<file path="src/rtl/core/irn_pkg.sv">
package irn_pkg;

    // result status codes
    localparam logic [1:0] ST_CHAR  = 2'd0;
    localparam logic [1:0] ST_ZERO  = 2'd1;
    localparam logic [1:0] ST_RANGE = 2'd2;

    localparam logic [11:0] ROMAN_LIMIT = 12'd3999;

    // letter roles inside one decimal position
    localparam logic [1:0] SYM_ONE  = 2'd0;
    localparam logic [1:0] SYM_FIVE = 2'd1;
    localparam logic [1:0] SYM_TEN  = 2'd2;

    // decimal position codes
    localparam logic [1:0] POS_UNITS = 2'd0;
    localparam logic [1:0] POS_TENS  = 2'd1;
    localparam logic [1:0] POS_HUNDS = 2'd2;
    localparam logic [1:0] POS_THOUS = 2'd3;

    localparam logic [7:0] ASCII_I = 8'h49;
    localparam logic [7:0] ASCII_V = 8'h56;
    localparam logic [7:0] ASCII_X = 8'h58;
    localparam logic [7:0] ASCII_L = 8'h4C;
    localparam logic [7:0] ASCII_C = 8'h43;
    localparam logic [7:0] ASCII_D = 8'h44;
    localparam logic [7:0] ASCII_M = 8'h4D;

    localparam int IRN_QUEUE_DEPTH = 4;

    // one classified input, handed from front to back
    typedef struct packed {
        logic [1:0] status;
        logic [1:0] thous;
        logic [3:0] hunds;
        logic [3:0] tens;
        logic [3:0] units;
    } t_item;

    // count of multiples of step not above v (0..9), parallel compares
    function automatic logic [3:0] dec_digit(input logic [11:0] v, input logic [11:0] step);
        logic [3:0]  n;
        logic [15:0] lim;
        n = '0;
        for (int k = 1; k <= 9; k++) begin
            lim = 16'(k) * 16'(step);
            if ({4'b0, v} >= lim) begin
                n = n + 4'd1;
            end
        end
        return n;
    endfunction

    // number of letters a digit expands to
    function automatic logic [2:0] pat_len(input logic [3:0] d);
        logic [2:0] n;
        case (d)
            4'd1:    n = 3'd1;
            4'd2:    n = 3'd2;
            4'd3:    n = 3'd3;
            4'd4:    n = 3'd2;
            4'd5:    n = 3'd1;
            4'd6:    n = 3'd2;
            4'd7:    n = 3'd3;
            4'd8:    n = 3'd4;
            4'd9:    n = 3'd2;
            default: n = 3'd0;
        endcase
        return n;
    endfunction

    // letter role at slot idx of a digit's pattern
    function automatic logic [1:0] pat_sym(input logic [3:0] d, input logic [1:0] idx);
        logic [1:0] s;
        case (d)
            4'd4:    s = (idx == 2'd0) ? SYM_ONE : SYM_FIVE;
            4'd9:    s = (idx == 2'd0) ? SYM_ONE : SYM_TEN;
            4'd5, 4'd6, 4'd7, 4'd8:
                     s = (idx == 2'd0) ? SYM_FIVE : SYM_ONE;
            default: s = SYM_ONE;
        endcase
        return s;
    endfunction

    function automatic logic [7:0] letter(input logic [1:0] pos, input logic [1:0] sym);
        logic [7:0] c;
        case (pos)
            POS_UNITS: c = (sym == SYM_ONE) ? ASCII_I : (sym == SYM_FIVE) ? ASCII_V : ASCII_X;
            POS_TENS:  c = (sym == SYM_ONE) ? ASCII_X : (sym == SYM_FIVE) ? ASCII_L : ASCII_C;
            POS_HUNDS: c = (sym == SYM_ONE) ? ASCII_C : (sym == SYM_FIVE) ? ASCII_D : ASCII_M;
            default:   c = ASCII_M;
        endcase
        return c;
    endfunction

endpackage

</file>
<file path="src/rtl/core/irn_front.sv">
module irn_front
    import irn_pkg::*;
(
    input  logic        i_clk,
    input  logic        i_rst_n,
    input  logic        i_valid,
    output logic        o_ready,
    input  logic [11:0] i_value,
    output logic        o_push,
    input  logic        i_push_ready,
    output t_item       o_item
);

    logic        r1_valid;
    logic [1:0]  r1_status;
    logic [1:0]  r1_thous;
    logic [9:0]  r1_rem;
    logic        r2_valid;
    logic [1:0]  r2_status;
    logic [1:0]  r2_thous;
    logic [3:0]  r2_hunds;
    logic [6:0]  r2_rem;

    logic        s1_ready;
    logic        s2_ready;
    logic [1:0]  n1_status;
    logic [3:0]  n1_thous_full;
    logic [1:0]  n1_thous;
    logic [11:0] n1_rem;
    logic [3:0]  n2_hunds;
    logic [11:0] n2_rem;
    logic [3:0]  n_tens;
    logic [11:0] n_units;

    assign o_push   = r2_valid;
    assign s2_ready = !r2_valid || i_push_ready;
    assign s1_ready = !r1_valid || s2_ready;
    assign o_ready  = s1_ready;

    // stage 1: classify, thousands digit
    always_comb begin
        if (i_value == 12'd0) begin
            n1_status = ST_ZERO;
        end else if (i_value > ROMAN_LIMIT) begin
            n1_status = ST_RANGE;
        end else begin
            n1_status = ST_CHAR;
        end
        n1_thous_full = dec_digit(i_value, 12'd1000);
        n1_thous      = n1_thous_full[1:0];
        n1_rem        = i_value - 12'(16'(n1_thous) * 16'd1000);
    end

    // stage 2: hundreds digit
    always_comb begin
        n2_hunds = dec_digit({2'b0, r1_rem}, 12'd100);
        n2_rem   = {2'b0, r1_rem} - 12'(16'(n2_hunds) * 16'd100);
    end

    // push: tens and units
    always_comb begin
        n_tens  = dec_digit({5'b0, r2_rem}, 12'd10);
        n_units = {5'b0, r2_rem} - 12'(16'(n_tens) * 16'd10);
        o_item.status = r2_status;
        o_item.thous  = r2_thous;
        o_item.hunds  = r2_hunds;
        o_item.tens   = n_tens;
        o_item.units  = n_units[3:0];
    end

    always_ff @(posedge i_clk) begin
        if (!i_rst_n) begin
            r1_valid <= 1'b0;
            r2_valid <= 1'b0;
        end else begin
            if (s1_ready) begin
                r1_valid <= i_valid;
            end
            if (s2_ready) begin
                r2_valid <= r1_valid;
            end
        end
    end

    always_ff @(posedge i_clk) begin
        if (s1_ready && i_valid) begin
            r1_status <= n1_status;
            r1_thous  <= n1_thous;
            r1_rem    <= n1_rem[9:0];
        end
        if (s2_ready && r1_valid) begin
            r2_status <= r1_status;
            r2_thous  <= r1_thous;
            r2_hunds  <= n2_hunds;
            r2_rem    <= n2_rem[6:0];
        end
    end

endmodule

</file>
<file path="src/rtl/core/irn_queue.sv">
module irn_queue
    import irn_pkg::*;
#(
    parameter int Depth = IRN_QUEUE_DEPTH
) (
    input  logic  i_clk,
    input  logic  i_rst_n,
    input  logic  i_push,
    output logic  o_push_ready,
    input  t_item i_item,
    output logic  o_valid,
    input  logic  i_pop,
    output t_item o_item
);

    localparam int PtrW = (Depth > 1) ? $clog2(Depth) : 1;
    localparam int CntW = $clog2(Depth + 1);

    t_item            r_slot [Depth];
    logic [PtrW-1:0]  r_wr;
    logic [PtrW-1:0]  r_rd;
    logic [CntW-1:0]  r_count;
    logic             wr_en;
    logic             rd_en;

    assign o_push_ready = (r_count != CntW'(Depth));
    assign o_valid      = (r_count != '0);
    assign wr_en        = i_push && o_push_ready;
    assign rd_en        = i_pop && o_valid;
    assign o_item       = r_slot[r_rd];

    always_ff @(posedge i_clk) begin
        if (!i_rst_n) begin
            r_wr    <= '0;
            r_rd    <= '0;
            r_count <= '0;
        end else begin
            if (wr_en) begin
                r_wr <= (r_wr == PtrW'(Depth - 1)) ? '0 : r_wr + 1'b1;
            end
            if (rd_en) begin
                r_rd <= (r_rd == PtrW'(Depth - 1)) ? '0 : r_rd + 1'b1;
            end
            if (wr_en && !rd_en) begin
                r_count <= r_count + 1'b1;
            end else if (rd_en && !wr_en) begin
                r_count <= r_count - 1'b1;
            end
        end
    end

    always_ff @(posedge i_clk) begin
        if (wr_en) begin
            r_slot[r_wr] <= i_item;
        end
    end

    a_no_pop_empty: assert property (@(posedge i_clk) disable iff (!i_rst_n)
        i_pop |-> r_count != '0)
        else $error("queue popped while empty");

    a_count_bound: assert property (@(posedge i_clk) disable iff (!i_rst_n)
        r_count <= CntW'(Depth))
        else $error("queue count overflow");

endmodule

</file>
<file path="src/rtl/core/irn_back.sv">
module irn_back
    import irn_pkg::*;
(
    input  logic        i_clk,
    input  logic        i_rst_n,
    input  logic        i_q_valid,
    output logic        o_q_pop,
    input  t_item       i_item,
    output logic        o_valid,
    input  logic        i_ready,
    output logic [7:0]  o_char_code,
    output logic [1:0]  o_status,
    output logic        o_last
);

    logic       r_busy;
    logic [1:0] r_status;
    logic [3:0] r_mask;
    logic [1:0] r_idx;
    logic [3:0] r_dig [4];

    logic       r_o_valid;
    logic [7:0] r_o_char;
    logic [1:0] r_o_status;
    logic       r_o_last;

    logic       out_free;
    logic       emit;
    logic       pop;
    logic [1:0] cur_pos;
    logic [3:0] cur_d;
    logic [2:0] cur_len;
    logic       dig_done;
    logic [3:0] rest;
    logic       last;
    logic [7:0] n_char;

    always_comb begin
        if (r_mask[3]) begin
            cur_pos = POS_THOUS;
        end else if (r_mask[2]) begin
            cur_pos = POS_HUNDS;
        end else if (r_mask[1]) begin
            cur_pos = POS_TENS;
        end else begin
            cur_pos = POS_UNITS;
        end
        cur_d    = r_dig[cur_pos];
        cur_len  = pat_len(cur_d);
        dig_done = ({1'b0, r_idx} + 3'd1) == cur_len;
        rest     = r_mask & ~(4'b0001 << cur_pos);
        last     = (r_status != ST_CHAR) || (dig_done && rest == 4'b0000);
        n_char   = (r_status == ST_CHAR) ? letter(cur_pos, pat_sym(cur_d, r_idx)) : 8'h00;
    end

    assign out_free = !r_o_valid || i_ready;
    assign emit     = r_busy && out_free;
    assign pop      = i_q_valid && (!r_busy || (emit && last));
    assign o_q_pop  = pop;

    always_ff @(posedge i_clk) begin
        if (!i_rst_n) begin
            r_busy    <= 1'b0;
            r_o_valid <= 1'b0;
        end else begin
            if (pop) begin
                r_busy <= 1'b1;
            end else if (emit && last) begin
                r_busy <= 1'b0;
            end
            if (emit) begin
                r_o_valid <= 1'b1;
            end else if (i_ready) begin
                r_o_valid <= 1'b0;
            end
        end
    end

    always_ff @(posedge i_clk) begin
        if (pop) begin
            r_status <= i_item.status;
            r_idx    <= 2'd0;
            r_dig[3] <= {2'b00, i_item.thous};
            r_dig[2] <= i_item.hunds;
            r_dig[1] <= i_item.tens;
            r_dig[0] <= i_item.units;
            if (i_item.status == ST_CHAR) begin
                r_mask <= {i_item.thous != 2'd0, i_item.hunds != 4'd0,
                           i_item.tens != 4'd0, i_item.units != 4'd0};
            end else begin
                r_mask <= 4'b0000;
            end
        end else if (emit) begin
            if (dig_done) begin
                r_mask <= rest;
                r_idx  <= 2'd0;
            end else begin
                r_idx <= r_idx + 2'd1;
            end
        end
        if (emit) begin
            r_o_char   <= n_char;
            r_o_status <= r_status;
            r_o_last   <= last;
        end
    end

    assign o_valid     = r_o_valid;
    assign o_char_code = r_o_char;
    assign o_status    = r_o_status;
    assign o_last      = r_o_last;

    a_status_last: assert property (@(posedge i_clk) disable iff (!i_rst_n)
        r_o_valid && r_o_status != ST_CHAR |-> r_o_last)
        else $error("status result not marked last");

    a_char_nonzero: assert property (@(posedge i_clk) disable iff (!i_rst_n)
        r_o_valid && r_o_status == ST_CHAR |-> r_o_char != 8'h00)
        else $error("empty letter emitted");

    a_busy_mask: assert property (@(posedge i_clk) disable iff (!i_rst_n)
        r_busy && r_status == ST_CHAR |-> r_mask != 4'b0000)
        else $error("encoding run with no digits left");

endmodule

</file>
<file path="src/rtl/core/integer_to_roman_numeral_core.sv">
// Path: the first letter reaches o_valid through two digit-split stages, the queue
// write, the back-end load and the output register.
// Output: a numeral goes out one letter per transfer (1..15 letters); a zero or
// out-of-range value gives a single status result; the output port sets the pace.
// Reset: i_rst_n synchronous, active low; clears all valid flags, queue pointers
// and the back-end busy flag. Payload registers are not reset.
module integer_to_roman_numeral_core
    import irn_pkg::*;
#(
    parameter int QueueDepth = IRN_QUEUE_DEPTH
) (
    input  logic        i_clk,
    input  logic        i_rst_n,
    input  logic        i_valid,
    output logic        o_ready,
    input  logic [11:0] i_value,
    output logic        o_valid,
    input  logic        i_ready,
    output logic [7:0]  o_char_code,
    output logic [1:0]  o_status,
    output logic        o_last
);

    // Front end: classify (zero / above 3999 / encodable), split into decimal digits
    // by parallel compare-and-subtract: thousands, hundreds, then tens with units.
    logic  f_push;
    logic  f_push_ready;
    t_item f_item;

    // Back end side of the queue
    logic  q_valid;
    logic  q_pop;
    t_item q_item;

    irn_front u_front (
        .i_clk        (i_clk),
        .i_rst_n      (i_rst_n),
        .i_valid      (i_valid),
        .o_ready      (o_ready),
        .i_value      (i_value),
        .o_push       (f_push),
        .i_push_ready (f_push_ready),
        .o_item       (f_item)
    );

    // Short queue of classified items; lets the front keep taking values
    // while the back end is busy spelling out a long numeral.
    irn_queue #(
        .Depth (QueueDepth)
    ) u_queue (
        .i_clk        (i_clk),
        .i_rst_n      (i_rst_n),
        .i_push       (f_push),
        .o_push_ready (f_push_ready),
        .i_item       (f_item),
        .o_valid      (q_valid),
        .i_pop        (q_pop),
        .o_item       (q_item)
    );

    // Back end: walks the nonzero digits from thousands down, one letter per
    // transfer, into an output register (a zero or out-of-range item gives one status
    // result); loads the next item on the same edge that its final letter is registered.
    irn_back u_back (
        .i_clk       (i_clk),
        .i_rst_n     (i_rst_n),
        .i_q_valid   (q_valid),
        .o_q_pop     (q_pop),
        .i_item      (q_item),
        .o_valid     (o_valid),
        .i_ready     (i_ready),
        .o_char_code (o_char_code),
        .o_status    (o_status),
        .o_last      (o_last)
    );

endmodule

</file>
<file path="config.mk">
export PLATFORM = sky130hd
export DESIGN_NAME = integer_to_roman_numeral_core
export DESIGN_NICKNAME = d
export VERILOG_FILES = /design/src/rtl/core/irn_pkg.sv /design/src/rtl/core/irn_front.sv /design/src/rtl/core/irn_queue.sv /design/src/rtl/core/irn_back.sv /design/src/rtl/core/integer_to_roman_numeral_core.sv
export SDC_FILE = /design/constraint.sdc
export NUM_CORES = 1
export LEC_CHECK = 0
export ABC_AREA = 1
export BUFFER_PORTS_ARGS = -buffer_cell sky130_fd_sc_hd__buf_2
export CAP_MARGIN = 40
export CORE_MARGIN = 3
export CORE_UTILIZATION = 35
export CTS_BUF_LIST = sky130_fd_sc_hd__clkbuf_16
export CTS_CLUSTER_DIAMETER = 200
export DETAILED_ROUTE_END_ITERATION = 8
export PLACE_DENSITY = 0.58
export SYNTH_ARGS = -nofsm -noshare
export SYNTH_HDL_FRONTEND = slang
export SYNTH_HIERARCHICAL = 1
export SYNTH_SLANG_ARGS = --single-unit
</file>
<file path="constraint.sdc">
create_clock -name i_clk -period 11.91 [get_ports i_clk]
set_input_delay 2.9775 -clock i_clk [delete_from_list [all_inputs] [get_ports i_clk]]
set_output_delay 2.9775 -clock i_clk [all_outputs]
set_load 0.01 [all_outputs]
</file>
==> results.cfg <==
[run]
maxCapViolCount = 0

[floorplan]
die_w_um = 158
die_y_um = 158
die_area_um2 = 25000
rows = 55
start_util_pct = 35.7
io_pins = 29
design.core.area_um2 = 22700

[grt]
grt_max_degree = 34
gr-max-usage-layer = met2
grt_usage_pct = 12.2
grt_pass1_wl_um = 24800
grt_pass1_vias = 5416
grt_use_met3_pct = 3.14
antenna_found_initial = 0
use_met1_pct = 15.5
grt-ovfl-total = 0
use_met2_pct = 20.8

[hold_path]
min_path_cells = 0
hp-class = register to register
hp-start = u_front/r1_thous[0]$_DFFE_PP_
min_to = u_front/r2_thous[0]$_DFFE_PP_

[synthesis]
ys_top_cells_by_area = edfxtp_1 45%, nand2_1 7.2%, ha_1 6.0%
synth_top_area_cell = edfxtp_1
synth_commonest_cells = 156 x nand2_1, 123 x inv_1, 122 x edfxtp_1, 97 x nor2_1, 67 x nand3_1
synth_warnings = 6
syn_inst = 879
netlist.area_leader.share_pct = 45.2
synth-main-ff-cell = edfxtp_1
synth_edf_count = 122
syn_avg_cell_area_um2 = 9.22
syn_area_um2 = 8100
synth.most_common_cell = nand2_1
async_flop_share_pct = 0
ys_ff_latch = 137
synth_cell_types = 47
yosysSeqAreaShare_pct = 48.9

[clock_tree]
cts.sinks = 137
cts_tree = built
cts_buffer_depth = 2
cts_resized = 0
cts.hold.buffers_added = 0
clock_latency_ns = 0.41
numCtsBuffers = 17
cts.clk_slew.worst_paths_ns = 0.06
cts_setup_buffers = 0
htree_levels = 4
clock-root-buffer = clkbuf_16

[layout]
drive_above_1_share_pct = 19.0
diodes = 0
final-seq-area_um2 = 3960
nets = 976
multiInputGateArea_um2 = 3490
post-route-util_pct = 40.1
area_growth_pct = 12.5
final.fill_count = 2236

[worst_setup_path]
end_kind = register
crit_path_max_fanout = 4
cp.required_ns = 12.05
r2r_start = u_front/r2_rem[6]$_DFFE_PP_
critPathLaunchType = register
rr_worst_depth = 34
regToRegSetupSlack_ns = 5.85
reg2reg_to = u_queue/r_slot[3][3]$_DFFE_PP_
arrival_ns = 6.20
cpPeakStageDelay_ns = 0.48
critical_path.most_common_cell = nand2_1
crit_path_top_delay_cell = edfxtp_1
critPathKind = register to register

[detailed_routing]
first_iter_violations = 236
post_drt_via_cell_ratio = 4.68
ant_nets = 0
drt-total-wl_um = 14600
routedWlPerCell_um = 12.0
dr.pass1.iters = 4
drcViolationCount = 0
vias = 5684

[placed_design]
routabilityCongestion = 0.825
io_buffers = 26
dpl.hpwl_um = 10900

[sta]
finalCritPeriodShare_pct = 50.9
worstMarginPinSlew_ns = 0.745
maxSlewViolCount = 0
fin_skew_ns = 0.0115
hold_viol = 0
setup_tns_ns = 0
fmax_mhz = 165
relSlewSlack_pct = 49.1
setup_viol = 0
rsz0062_at_grt = no
hold_ws_ns = 0.427
min_period_ns = 6.06

[run_status]
status = complete, no violations
## logic make-up (layout without fill, tap and decap cells)
logic type / Yosys count / count (layout) / synth area share (%)
other: 1 / 2 / 0.0463
buffers and inverters: 156 / 206 / 8.14
XOR/XNOR: 18 / 18 / 2.22
AO/OA/AOI/OAI: 114 / 114 / 9.19
flip-flops: 137 / 137 / 48.9
adder cells (fa/ha/maj): 43 / 43 / 7.01
AND/OR/NAND/NOR: 410 / 410 / 24.5
## state kept, by name (all words and copies together), names as in the netlist, 3 cells and up, named ones only
signal              count
u_back/o_char_code      6
u_back/r_dig           14
u_back/r_mask           4
u_front/r1_rem         10
u_front/r2_hunds        4
u_front/r2_rem          7
u_queue/r_count         3
u_queue/r_slot         64
## how the worst max path moves through the flow
stage,from,end,slack [ns]
global route,u_front/r2_rem[6]$_DFFE_PP_,u_queue/r_slot[2][3]$_DFFE_PP_,5.36
finish,u_front/r2_rem[6]$_DFFE_PP_,u_queue/r_slot[3][3]$_DFFE_PP_,5.85
detailed placement,i_value[9],u_front/r1_rem[9]$_DFFE_PP_,5.64
global placement,i_value[9],u_front/r1_rem[9]$_DFFE_PP_,5.69
CTS,u_front/r2_rem[6]$_DFFE_PP_,u_queue/r_slot[3][3]$_DFFE_PP_,5.77
floorplan,i_value[8],u_front/r1_rem[9]$_DFFE_PP_,6.01
## final cells by class
| cell class | instances | share of cell area (%) |
|---|---|---|
| clock inverter | 15 | 1.52 |
| multi-input combinational | 587 | 38.3 |
| timing repair buffer | 32 | 2.25 |
| sequential | 137 | 43.5 |
| tap | 285 | 3.91 |
| inverter | 142 | 5.85 |
| clock buffer | 17 | 4.67 |
## per-layer routing
metal | wire length [µm] | vias to the layer above
met5 | 0 | -
met4 | 123 | 0
met3 | 577 | 13
met2 | 7040 | 79
met1 | 6850 | 2594
li1 | - | 2998
## worst max-delay path: cells and delay by family, from the launching register on
kind / cells / cell delay (ns)
buffers and inverters: 6 / 0.38
adders and majority gates: 8 / 2.37
AOI/OAI and AO/OA: 6 / 0.90
and+or+nand+nor: 13 / 1.42
DFF: 1 / 0.48
xor gates and xnor gates: 1 / 0.22
## cell usage in the layout (no fill, tap or decap), types with 17 or more instances in the layout
| cell | n |
|---|---|
| inv_2 | 19 |
| o21ai_1 | 22 |
| clkbuf_16 | 17 |
| nand2_1 | 156 |
| nor2_1 | 93 |
| edfxtp_1 | 122 |
| inv_1 | 126 |
| ha_1 | 39 |
| a21oi_1 | 22 |
| nand2_2 | 31 |
| nand3_1 | 67 |
| o21ai_0 | 20 |
| buf_2 | 26 |
## metrics by stage
| step | instance area, µm² | std cells | setup WS (ns) |
|---|---|---|---|
| 2_1_floorplan | 8110 | 880 | 6.01 |
| 3_3_place_gp | 8490 | 1179 | 5.69 |
| 3_5_place_dp | 8550 | 1183 | 5.64 |
| 4_1_cts | 9120 | 1215 | 5.77 |
| 5_1_grt | 9120 | 1215 | 5.36 |
| 6_report | 9120 | 1215 | 5.85 |
Power is not shown: default switching activity piles up to over one toggle a cycle in this logic, so the estimate is an artifact.
